===== config.mk =====
export PLATFORM = sky130hd
export DESIGN_NAME = host_bridge_config_space
export DESIGN_NICKNAME = d
export VERILOG_FILES = /design/src/design/hbcs_pkg.sv /design/src/design/hbcs_ctrl.sv /design/src/design/hbcs_dpath.sv /design/src/design/host_bridge_config_space.sv
export SDC_FILE = /design/constraint.sdc
export NUM_CORES = 2
export LEC_CHECK = 0
export BUFFER_PORTS_ARGS = -buffer_cell sky130_fd_sc_hd__buf_2
export CAP_MARGIN = 20
export CORE_MARGIN = 8
export CORE_UTILIZATION = 60
export DETAILED_ROUTE_END_ITERATION = 12
export GPL_ROUTABILITY_DRIVEN = 1
export MAX_ROUTING_LAYER = met4
export PLACE_DENSITY = 0.81
export SYNTH_ARGS = -nofsm -noshare
export SYNTH_HDL_FRONTEND = slang
export SYNTH_SLANG_ARGS = --single-unit
export TNS_END_PERCENT = 20

===== constraint.sdc =====
create_clock -name clk -period 29.8 [get_ports clk]
set_clock_uncertainty 0.2 [all_clocks]
set_input_delay 2.98 -clock clk [delete_from_list [all_inputs] [get_ports clk]]
set_output_delay 2.98 -clock clk [all_outputs]
set_load 0.03 [all_outputs]

===== src/design/hbcs_pkg.sv =====
package hbcs_pkg;

	// Size of the configuration space
	localparam int SPACE_BYTES = 256;
	localparam int ADDR_W      = $clog2(SPACE_BYTES);

	// Request kinds
	localparam logic REQ_READ  = 1'b0;
	localparam logic REQ_WRITE = 1'b1;

	// The one function that exists
	localparam logic [2:0] FUNC_PRESENT = 3'd0;

	// Bytes with special write behaviour
	localparam logic [7:0] ADDR_STATUS_HI = 8'h07;
	localparam logic [7:0] ADDR_LATENCY   = 8'h0d;
	localparam logic [7:0] ADDR_APBASE_LO = 8'h12;
	localparam logic [7:0] ADDR_APBASE_HI = 8'h13;
	localparam logic [7:0] ADDR_DRAM_CTL  = 8'h75;
	localparam logic [7:0] ADDR_MISC_7B   = 8'h7b;
	localparam logic [7:0] ADDR_AP_SIZE   = 8'h84;
	localparam logic [7:0] ADDR_GART_CTL  = 8'h88;
	localparam logic [7:0] ADDR_GART_BASE = 8'h89;
	localparam logic [7:0] ADDR_GART_B2   = 8'h8a;
	localparam logic [7:0] ADDR_GART_B3   = 8'h8b;

	localparam logic [7:0] STATUS_W1C  = 8'hb0;
	localparam logic [7:0] UPPER_NIB   = 8'hf0;
	localparam logic [7:0] LAT_SEL     = 8'h06;
	localparam logic [7:0] DRAM_KEEP   = 8'hcf;
	localparam logic [7:0] ABSENT_READ = 8'hff;

	// Commands from the controller to the datapath
	typedef struct packed {
		logic capture;
		logic execute;
	} hbcs_cmd_t;

	// Contents after reset
	function automatic logic [7:0] reset_image(input logic [7:0] a);
		logic [7:0] v;
		v = 8'h00;
		case (a) inside
			8'h00: v = 8'h06;
			8'h01: v = 8'h11;
			8'h02: v = 8'h91;
			8'h03: v = 8'h03;
			8'h04: v = 8'h06;
			8'h06: v = 8'h10;
			8'h07: v = 8'h02;
			8'h08: v = 8'hc2;
			8'h0b: v = 8'h06;
			8'h10: v = 8'h08;
			8'h34: v = 8'ha0;
			8'h52: v = 8'h70;
			8'h56, 8'h57: v = 8'h01;
			8'h58: v = 8'h40;
			[8'h5a:8'h5f]: v = 8'h01;
			[8'h64:8'h67]: v = 8'hec;
			8'h68, 8'h6b: v = 8'h01;
			8'ha0: v = 8'h02;
			8'ha2: v = 8'h20;
			8'ha4: v = 8'h03;
			8'ha5: v = 8'h02;
			8'ha7: v = 8'h1f;
			8'had: v = 8'h02;
			8'hb0: v = 8'h80;
			8'hb1: v = 8'h63;
			8'hc0: v = 8'h01;
			8'hc2: v = 8'h02;
			default: v = 8'h00;
		endcase
		return v;
	endfunction

	// Bytes that ignore writes
	function automatic logic is_read_only(input logic [7:0] a);
		logic r;
		r = 1'b0;
		case (a) inside
			[8'h00:8'h03], 8'h06, [8'h08:8'h0c], [8'h0e:8'h11], [8'h14:8'h2b],
			[8'h30:8'h4f], 8'h6f, [8'h7c:8'h7d], [8'h81:8'h83], [8'h85:8'h87],
			[8'h8c:8'ha7], [8'haa:8'hab], 8'haf, [8'hb3:8'hc3], [8'hc5:8'hdf],
			[8'he1:8'hef], [8'hf9:8'hfb]: r = 1'b1;
			default: r = 1'b0;
		endcase
		return r;
	endfunction

	// Writable bits of merged registers; full byte elsewhere
	function automatic logic [7:0] merge_mask(input logic [7:0] a);
		logic [7:0] m;
		m = 8'hff;
		case (a)
			8'h04: m = 8'h40;
			8'h0d: m = 8'hf8;
			8'h68: m = 8'hfc;
			8'h69: m = 8'hfe;
			8'h6c: m = 8'h1f;
			8'h6e: m = 8'hbf;
			8'h70: m = 8'hdf;
			8'h71: m = 8'hdf;
			8'h73: m = 8'h7f;
			8'h74: m = 8'hdf;
			8'h75: m = 8'hcf;
			8'h78: m = 8'hd5;
			8'h79: m = 8'hfc;
			8'h7a: m = 8'h99;
			8'h7e: m = 8'h3f;
			8'h80: m = 8'h8f;
			8'h88: m = 8'h06;
			8'ha8: m = 8'h37;
			8'ha9: m = 8'h03;
			8'hac: m = 8'h7f;
			8'had: m = 8'h1f;
			8'hae: m = 8'h34;
			8'hb0: m = 8'hc0;
			8'hb2: m = 8'h93;
			8'hc4: m = 8'h03;
			8'he0: m = 8'h01;
			8'hfd: m = 8'h1f;
			default: m = 8'hff;
		endcase
		return m;
	endfunction

endpackage


===== src/design/hbcs_ctrl.sv =====
module hbcs_ctrl (
	input  logic               clk,
	input  logic               arst_n,
	input  logic               s_tvalid,
	output logic               s_tready,
	output logic               m_tvalid,
	input  logic               m_tready,
	output hbcs_pkg::hbcs_cmd_t cmd
);

	localparam logic ST_IDLE = 1'b0;
	localparam logic ST_EXEC = 1'b1;

	logic state_q;
	logic out_valid_q;
	logic accept;

	// Take an item when idle and the result slot is free or draining
	assign s_tready    = (state_q == ST_IDLE) && (!out_valid_q || m_tready);
	assign accept      = s_tvalid && s_tready;
	assign m_tvalid    = out_valid_q;
	assign cmd.capture = accept;
	assign cmd.execute = (state_q == ST_EXEC);

	// Advance the sequencer
	always_ff @(posedge clk or negedge arst_n) begin
		if (!arst_n) begin
			state_q <= ST_IDLE;
		end else begin
			case (state_q)
				ST_IDLE: if (accept) state_q <= ST_EXEC;
				ST_EXEC: state_q <= ST_IDLE;
				default: state_q <= ST_IDLE;
			endcase
		end
	end

	// Hold the result until taken
	always_ff @(posedge clk or negedge arst_n) begin
		if (!arst_n) begin
			out_valid_q <= 1'b0;
		end else if (state_q == ST_EXEC) begin
			out_valid_q <= 1'b1;
		end else if (m_tready) begin
			out_valid_q <= 1'b0;
		end
	end

endmodule


===== src/design/hbcs_dpath.sv =====
module hbcs_dpath (
	input  logic                clk,
	input  logic                arst_n,
	input  hbcs_pkg::hbcs_cmd_t cmd,
	input  logic                in_req_type,
	input  logic [2:0]          in_function_number,
	input  logic [7:0]          in_reg_addr,
	input  logic [7:0]          in_write_data,
	output logic [7:0]          read_data
);

	logic [7:0] mem_q [hbcs_pkg::SPACE_BYTES];
	logic [hbcs_pkg::SPACE_BYTES-1:0] vld_q;

	logic [7:0] mem_rd_s1;
	logic       vld_s1;
	logic [7:0] img_s1;
	logic       req_type_s1;
	logic [2:0] func_s1;
	logic [7:0] addr_s1;
	logic [7:0] wdata_s1;

	logic [7:0] ap_lo_q, ap_hi_q, dram_q, ap_size_q;
	logic [7:0] read_data_q;

	logic [7:0] cur;
	logic [7:0] new_byte;
	logic [7:0] mask;
	logic       do_write;
	logic       is_reg;
	logic       realign;
	logic [7:0] size_v;
	logic [7:0] n_ap_lo, n_ap_hi, n_dram, n_ap_size;

	// Capture the request and read the addressed byte
	always_ff @(posedge clk) begin
		if (cmd.capture) begin
			mem_rd_s1   <= mem_q[in_reg_addr];
			vld_s1      <= vld_q[in_reg_addr];
			img_s1      <= hbcs_pkg::reset_image(in_reg_addr);
			req_type_s1 <= in_req_type;
			func_s1     <= in_function_number;
			addr_s1     <= in_reg_addr;
			wdata_s1    <= in_write_data;
		end
		if (cmd.execute && do_write && !is_reg) begin
			mem_q[addr_s1] <= new_byte;
		end
	end

	// Mark written entries; unwritten ones read as the reset image
	always_ff @(posedge clk or negedge arst_n) begin
		if (!arst_n) begin
			vld_q <= '0;
		end else if (cmd.execute && do_write && !is_reg) begin
			vld_q[addr_s1] <= 1'b1;
		end
	end

	// Compute the new byte and its side effects
	always_comb begin
		is_reg = (addr_s1 == hbcs_pkg::ADDR_APBASE_LO) || (addr_s1 == hbcs_pkg::ADDR_APBASE_HI) ||
			(addr_s1 == hbcs_pkg::ADDR_DRAM_CTL) || (addr_s1 == hbcs_pkg::ADDR_AP_SIZE);
		case (addr_s1)
			hbcs_pkg::ADDR_APBASE_LO: cur = ap_lo_q;
			hbcs_pkg::ADDR_APBASE_HI: cur = ap_hi_q;
			hbcs_pkg::ADDR_DRAM_CTL:  cur = dram_q;
			hbcs_pkg::ADDR_AP_SIZE:   cur = ap_size_q;
			default:                  cur = vld_s1 ? mem_rd_s1 : img_s1;
		endcase

		do_write = (req_type_s1 == hbcs_pkg::REQ_WRITE) &&
			(func_s1 == hbcs_pkg::FUNC_PRESENT) && !hbcs_pkg::is_read_only(addr_s1);

		mask = hbcs_pkg::merge_mask(addr_s1);
		case (addr_s1)
			hbcs_pkg::ADDR_STATUS_HI: new_byte = cur & ~(wdata_s1 & hbcs_pkg::STATUS_W1C);
			hbcs_pkg::ADDR_APBASE_LO: new_byte = wdata_s1 & hbcs_pkg::UPPER_NIB;
			hbcs_pkg::ADDR_MISC_7B:   new_byte = wdata_s1 & 8'h01;
			hbcs_pkg::ADDR_GART_BASE: new_byte = wdata_s1 & hbcs_pkg::UPPER_NIB;
			default:                  new_byte = (cur & ~mask) | (wdata_s1 & mask);
		endcase

		realign = (addr_s1 == hbcs_pkg::ADDR_APBASE_LO) || (addr_s1 == hbcs_pkg::ADDR_APBASE_HI) ||
			(addr_s1 == hbcs_pkg::ADDR_AP_SIZE) || (addr_s1 == hbcs_pkg::ADDR_GART_CTL) ||
			(addr_s1 == hbcs_pkg::ADDR_GART_BASE) || (addr_s1 == hbcs_pkg::ADDR_GART_B2) ||
			(addr_s1 == hbcs_pkg::ADDR_GART_B3);

		n_ap_lo   = (addr_s1 == hbcs_pkg::ADDR_APBASE_LO) ? new_byte : ap_lo_q;
		n_ap_hi   = (addr_s1 == hbcs_pkg::ADDR_APBASE_HI) ? new_byte : ap_hi_q;
		n_ap_size = (addr_s1 == hbcs_pkg::ADDR_AP_SIZE)   ? new_byte : ap_size_q;
		n_dram    = (addr_s1 == hbcs_pkg::ADDR_DRAM_CTL)  ? new_byte : dram_q;

		// Latency byte also drives bits 5:4 of the DRAM control byte
		if (addr_s1 == hbcs_pkg::ADDR_LATENCY) begin
			n_dram = (dram_q & hbcs_pkg::DRAM_KEEP) | ((wdata_s1 & hbcs_pkg::LAT_SEL) << 3);
		end

		// Align the aperture base to the aperture size
		size_v = n_ap_size;
		if (realign) begin
			n_ap_lo = n_ap_lo & {size_v[3:0], 4'h0};
			n_ap_hi = n_ap_hi & (hbcs_pkg::UPPER_NIB | {4'h0, size_v[7:4]});
		end
	end

	// Update the register-held bytes
	always_ff @(posedge clk or negedge arst_n) begin
		if (!arst_n) begin
			ap_lo_q   <= hbcs_pkg::reset_image(hbcs_pkg::ADDR_APBASE_LO);
			ap_hi_q   <= hbcs_pkg::reset_image(hbcs_pkg::ADDR_APBASE_HI);
			dram_q    <= hbcs_pkg::reset_image(hbcs_pkg::ADDR_DRAM_CTL);
			ap_size_q <= hbcs_pkg::reset_image(hbcs_pkg::ADDR_AP_SIZE);
		end else if (cmd.execute && do_write) begin
			ap_lo_q   <= n_ap_lo;
			ap_hi_q   <= n_ap_hi;
			dram_q    <= n_dram;
			ap_size_q <= n_ap_size;
		end
	end

	// Load the result
	always_ff @(posedge clk) begin
		if (cmd.execute) begin
			if (req_type_s1 == hbcs_pkg::REQ_WRITE) begin
				read_data_q <= 8'h00;
			end else if (func_s1 != hbcs_pkg::FUNC_PRESENT) begin
				read_data_q <= hbcs_pkg::ABSENT_READ;
			end else begin
				read_data_q <= cur;
			end
		end
	end

	assign read_data = read_data_q;

endmodule


===== src/design/host_bridge_config_space.sv =====
// Host bridge configuration space: 256 bytes, one byte access per item.
// Input channel s_*: tdata carries req_type, function_number, reg_addr and
// write_data. Output channel m_*: tdata carries read_data, one item for
// every input item, in order.
// Reads of function 0 return the stored byte, other functions read 0xff,
// and every write returns 0. Writes follow per-byte masks, clear-on-one
// status bits and the aperture and latency side effects.
// Result: the request is captured, then the execute state loads the result
// register, which holds it until m_tready takes it.
// Throughput: no new item is taken during the registered memory read and
// the read-modify-write step that follow it; the next item can be taken
// in the same cycle as the previous result is taken.
// Reset: asynchronous, active low. Contents return to the setup image at
// once, through per-byte valid bits; no clearing pass is needed.
// Stall: while the result waits on m_tready no new item is taken; s_tready
// returns in the cycle the result is taken.
module host_bridge_config_space (
	input  logic        clk,
	input  logic        arst_n,
	input  logic        s_tvalid,
	output logic        s_tready,
	input  logic [23:0] s_tdata,  // req_type[0], function_number[3:1], reg_addr[11:4],
	                              // write_data[19:12], zero[23:20]
	output logic        m_tvalid,
	input  logic        m_tready,
	output logic [7:0]  m_tdata   // read_data[7:0]
);

	hbcs_pkg::hbcs_cmd_t cmd;

	hbcs_ctrl u_ctrl (
		.clk      (clk),
		.arst_n   (arst_n),
		.s_tvalid (s_tvalid),
		.s_tready (s_tready),
		.m_tvalid (m_tvalid),
		.m_tready (m_tready),
		.cmd      (cmd)
	);

	hbcs_dpath u_dpath (
		.clk                (clk),
		.arst_n             (arst_n),
		.cmd                (cmd),
		.in_req_type        (s_tdata[0]),
		.in_function_number (s_tdata[3:1]),
		.in_reg_addr        (s_tdata[11:4]),
		.in_write_data      (s_tdata[19:12]),
		.read_data          (m_tdata)
	);

	// Not ready in the cycle after an item is taken
	assert property (@(posedge clk) disable iff (!arst_n)
		(s_tvalid && s_tready) |=> !s_tready)
		else $error("item taken while busy");

	// Result appears after the capture and execute registers once an item is taken
	assert property (@(posedge clk) disable iff (!arst_n)
		(s_tvalid && s_tready) |-> ##2 m_tvalid)
		else $error("result missing after item");

	// Writes always return zero
	assert property (@(posedge clk) disable iff (!arst_n)
		(s_tvalid && s_tready && (s_tdata[0] == hbcs_pkg::REQ_WRITE)) |-> ##2
		(m_tdata == 8'h00))
		else $error("write returned non-zero data");

endmodule

# Yosys cells after proc, flatten, opt, wreduce, memory -nomap -nowiden
# Memories as Yosys holds them, arrays and structs flattened. A register that Yosys moved wholly into a read port is not among the register bits.
# Index checks and enable logic that the tools add are counted.
# op_classes
reduce_logical	54
bitwise_logic	11
n_mux	49
n_lt_le_gt_ge	35
eq_ne	64
# op_table
op	count
8-bit two-way mux	33
256-bit bitwise OR	1
8-bit equality test (second input constant)	27
8-bit by 7-bit equality test with 1-bit output (second input constant)	21
8-bit case mux with 20 select lines	1
8-bit greater-or-equal comparator (second input constant)	8
8-bit <= comparator (second input constant)	8
8-bit by 3-bit equality test with 1-bit output (second input constant)	6
8-bit AND	5
8-bit by 7-bit <= comparator with 1-bit output (second input constant)	4
8-bit case mux with 4 select lines	1
8-bit by 4-bit equality test with 1-bit output (second input constant)	3
8-bit by 5-bit equality test with 1-bit output (second input constant)	3
8-bit by 7-bit greater-or-equal comparator with 1-bit output (second input constant)	3
8-bit case mux with 3 select lines	1
1-bit logical AND	23
8-bit by 9-bit < comparator with 1-bit output (second input constant)	2
17-bit OR reduction	1
8-bit by 2-bit equality test with 1-bit output (second input constant)	2
8-bit by 1-bit greater-or-equal comparator with 1-bit output (second input constant)	2
8-bit by 4-bit greater-or-equal comparator with 1-bit output (second input constant)	2
8-bit NOT	2
2-bit OR reduction	7
10-bit OR reduction	1
27 further kinds	46
# word_totals
in_bits	28
memories	1
register_bits	327
elab_cells	232
mem_bits_rw	2048
out_inout_bits	10
# memory_table
memory	words	width	rd	rd_ports_with_merged_regs	wr	line_no	rtl
u_dpath.mem_q	256	8	1	1	1	hbcs_dpath.sv:12	logic [7:0] mem_q [hbcs_pkg::SPACE_BYTES];

# Longest topological paths before layout
# logic_depth
ltp_word	27
mapped_depth	13
ltp_nobuf	9

# By module
# Synthesis repeated with hierarchy kept, for this count alone.
# unflattened
cells_unflattened	4191
area_unflattened_um2	92756.5
# by_module_without_submodules
module	cells_each	seq_area_each_um2	n_inst	area_each_um2
hbcs_dpath	4182	70057.2	1	92652.6
hbcs_ctrl	9	50.0	1	103.8

# Least setup slack after synthesis
# No wires, ideal clock.
# synth_path
kind	reg2reg
from	register u_dpath.addr_s1[3]
to	memory u_dpath.mem_q[0][0] (data pin)
synth_period_minus_slack_ns	11.111
setup_ns	1.652
stages_incl_launch_ff	9
path_buffers	3
arrival_ns	9.259
path_slack_ns	18.689
required_ns	27.948
cell_sequence	edfxtp_1 -> buf_2 -> buf_2 -> buf_2 -> nand3b_1 -> or2_2 -> o311ai_0 -> o41ai_1 -> mux2i_1
# synth_via
elab_chain_cells	7
elab_cells_between_ends	47
classes_between	eq/ne: 33; mux: 3; bitwise: 5; reduce/logical: 6
# synth_lines
element	line_no	rtl
start, declared	hbcs_dpath.sv:20	logic [7:0] addr_s1;
start signal, assigned	hbcs_dpath.sv:43	addr_s1 <= in_reg_addr;
8-bit by 7-bit equality test with 1-bit output / 8-bit equality test (equally long branches)	hbcs_pkg.sv:94	case (a)
3-bit OR reduction (no source line) / 2-bit OR reduction (equally long branches)	-	
8-bit case mux with 20 select lines	hbcs_pkg.sv:94	
8-bit NOT	hbcs_dpath.sv:81	default: new_byte = (cur & ~mask) | (wdata_s1 & mask);
8-bit AND	hbcs_dpath.sv:81	
8-bit bitwise OR	hbcs_dpath.sv:81	
8-bit case mux with 3 select lines *	hbcs_dpath.sv:76	case (addr_s1)
net u_dpath.new_byte[0]	hbcs_dpath.sv:27	logic [7:0] new_byte;
end, declared	hbcs_dpath.sv:12	
# Mark *: on every way through the listed nets, which the timed path passes. The rest lies on a longest branch.

==> impl_metrics.ini <==
[outcome]
outcome = complete, but fails checks
violations = DRC

[logic_synthesis]
synth_cell_type_count = 92
synthesis.area_um2 = 92800
synth_seq_cells = 2383
synthTopCellsByCount = edfxtp_1 (2093), mux4_2 (741), dfrtp_1 (290)
synth_area_leader_cell = edfxtp_1
async_reset_ff_frac = 0.122
synth-edff-count = 2093
seq_area_frac_synth = 0.755
yosysMostFrequentCell = edfxtp_1
syn_area_per_cell_um2 = 22.0
ys.flop_type = edfxtp_1
synth_top_area_frac = 0.677
yosys-top-cells-area = edfxtp_1 (68%), mux4_2 (18%), dfrtp_1 (7.8%)
yosysWarnings = 0
syn-instance-count = 4209

[hold_path]
hold_end = u_dpath.vld_q[194]
hp-class = reg -> reg
min_path_cells = 0
min-delay-start = u_dpath.vld_q[194]

[cells_and_area]
final_util = 0.697
syn2layout_area_growth_pct = 15.5
final_nets = 5559
fillers = 8825
drive_gt1_frac = 0.218

[pwr]
p_sw_w = 0.00159
pwr-share-comb = 0.070
power_frac_clock = 0.386
power.density_nw_per_um2 = 68.1
switching_share = 0.218
p_int_w = 0.00571
ir_worst_vdd_v = 0.0000568
seqPwrFrac = 0.544
p_leak_nw = 38.9

[setup_path]
reg2reg_from = u_dpath.addr_s1[0]
r2r_slack_ns = 23.27
timing.rr.end = u_dpath.mem_q[45][0]
start_kind = primary input
ff2ff_path_depth = 10
worstPathRequired_ns = 30.15
arrival_ns = 8.75
cp_max_fo = 60
endpoint_kind = flip-flop
worstSetupPathType = in -> reg

[floorplanning]
initial_utilization = 0.603
die-area_um2 = 168000
coreArea_um2 = 154000
die_w_um = 409
io_pins = 38
die_y_um = 409
rows = 144

[clock_network]
clock-sinks = 2383
ctsRootBufferMaster = clkbuf_16
path_clk_slew_ns = 0.06
cts_tree = done
cts_resized = 0
cts_setup_buffers = 0
clock_latency_ns = 0.85
htree_levels = 4
cts_buffer_depth = 3
cts_hold_buf = 0
cts_inserted_buffers = 220

[global_route]
grt_pass1_vias = 47200
grt.total_usage = 0.236
overflow = 0
grt_start_max_net_pins = 233
antenna_found_initial = 3
grt_pass1_wl_um = 289000

[timing]
setup_viol_count_final = 0
rsz0062_at_grt = no
maxSlewViolCount = 0
relSlewSlack = 0.180
worst_pin_slew_ns = 1.23
fmax_mhz = 119
fin_ws_ns = 21.39
period_needed_ns = 8.41
timing.hold.ws_ns = 0.172
fin_crit_sh = 0.282
final_hold_viol_count = 0
final.setup.tns_ns = 0

[place]
globalplace.congestion = 0.906
dpl.hpwl_um = 104000
dpl_worst_slack_ns = 20.37
port_buffers = 33

[drt]
firstDrtPassIters = 10
wl_per_cell_um = 25.0
vias = 44500
wl_um = 194000
drtIter0Drc = 5405
route.detailed.vias_per_inst = 5.73
post-route-drc-count = 1
drtAntennaViolNets = 0

[job]
cap_violations = 0
==> layout by cell type (no fill, tap or decap), drive strengths merged, types with 15 or more instances in the layout <==
cell / instances
a21oi: 35
a22oi: 25
buf: 111
bufinv: 21
clkbuf: 293
clkinv: 88
conb: 1408
dfrtp: 290
edfxtp: 2093
inv: 15
mux2: 25
mux2i: 17
mux4: 741
nand2: 65
nand3: 31
nor2: 127
nor3: 16
o21ai: 37
o21bai: 45
or2: 40
==> power groups by stage <==
stage | sequential (W) | clock, W | combinational, W
detailed placement | 0.00403 | 0 | 0.000493
floorplan | 0.00403 | 0 | 0.000344
CTS | 0.00397 | 0.00286 | 0.000501
global route | 0.00399 | 0.00298 | 0.000544
finish | 0.00397 | 0.00282 | 0.000510
global placement | 0.00401 | 0 | 0.000478
==> worst max-delay path, stage by stage <==
cell and delay, ns:
buf_8 0.49, buf_4 0.68, buf_4 0.69, buf_4 0.83, buf_4 0.74, mux4_2 0.63, mux4_2 0.51, mux4_2 0.57
a22oi_1 0.30, nand2_1 0.14
==> cell type report <==
cell class | count | area (um^2) | share of cell area
clock buffer | 293 | 6010 | 0.0561
sequential | 2383 | 70100 | 0.654
multi-input combinational | 2807 | 26300 | 0.246
tap | 2044 | 2560 | 0.0239
timing repair buffer | 111 | 916 | 0.00854
clock inverter | 121 | 1220 | 0.0114
antenna | 2 | 5.00 | 0.0000467
inverter | 8 | 40.0 | 0.000374
==> per-stage QoR <==
stage	power (W)	instance area (um^2)	cells
6_report	0.00730	107000	7769
5_1_grt	0.00751	107000	7769
4_1_cts	0.00734	107000	7762
3_5_place_dp	0.00453	99900	7348
3_3_place_gp	0.00449	99900	7348
2_1_floorplan	0.00438	98100	5616
==> flip-flops by register name (all words and copies together), names as in the netlist <==
register and cells:
u_dpath.func_s1 3, u_ctrl.state_q 1, u_dpath.ap_lo_q 8, u_ctrl.m_tvalid 1
u_dpath.vld_s1 1, u_dpath.wdata_s1 8, u_dpath.mem_q 2048, u_dpath.ap_size_q 8
u_dpath.mem_rd_s1 8, u_dpath.ap_hi_q 8, u_dpath.dram_q 8, u_dpath.req_type_s1 1
u_dpath.read_data 8, u_dpath.img_s1 8, u_dpath.addr_s1 8, u_dpath.vld_q 256
==> metal layers <==
metal	vias up	track usage	part of all wire
li1	18700	-	-
met1	23400	0.291	0.36
met2	1969	0.400	0.53
met3	446	0.0420	0.073
met4	0	0.0822	0.036
met5	-	-	0
==> worst max-delay path by stage <==
stage | from | endpoint | slack [ns] | cells past startpoint
detailed placement | s_tdata[4] | u_dpath.mem_rd_s1[2] | 20.37 | 10
global route | s_tdata[4] | u_dpath.mem_rd_s1[2] | 20.88 | 10
finish | s_tdata[4] | u_dpath.mem_rd_s1[2] | 21.39 | 10
CTS | s_tdata[4] | u_dpath.mem_rd_s1[2] | 21.20 | 10
floorplan | u_dpath.addr_s1[3] | u_dpath.mem_q[0][0] | 18.69 | 8
global placement | s_tdata[4] | u_dpath.mem_rd_s1[2] | 20.44 | 10
==> kinds of logic (layout without fill, tap and decap cells) <==
group	after synthesis	in the layout	share of synthesized area
AOI/OAI and AO/OA	238	238	0.0187
muxes	783	783	0.185
other	1	1410	0.0000404
buffers and inverters	426	533	0.0184
DFF	2383	2383	0.755
xor gates and xnor gates	3	3	0.000283
and+or+nand+nor	375	375	0.0223
No activity file was read; power rests on OpenSTA's default activity.
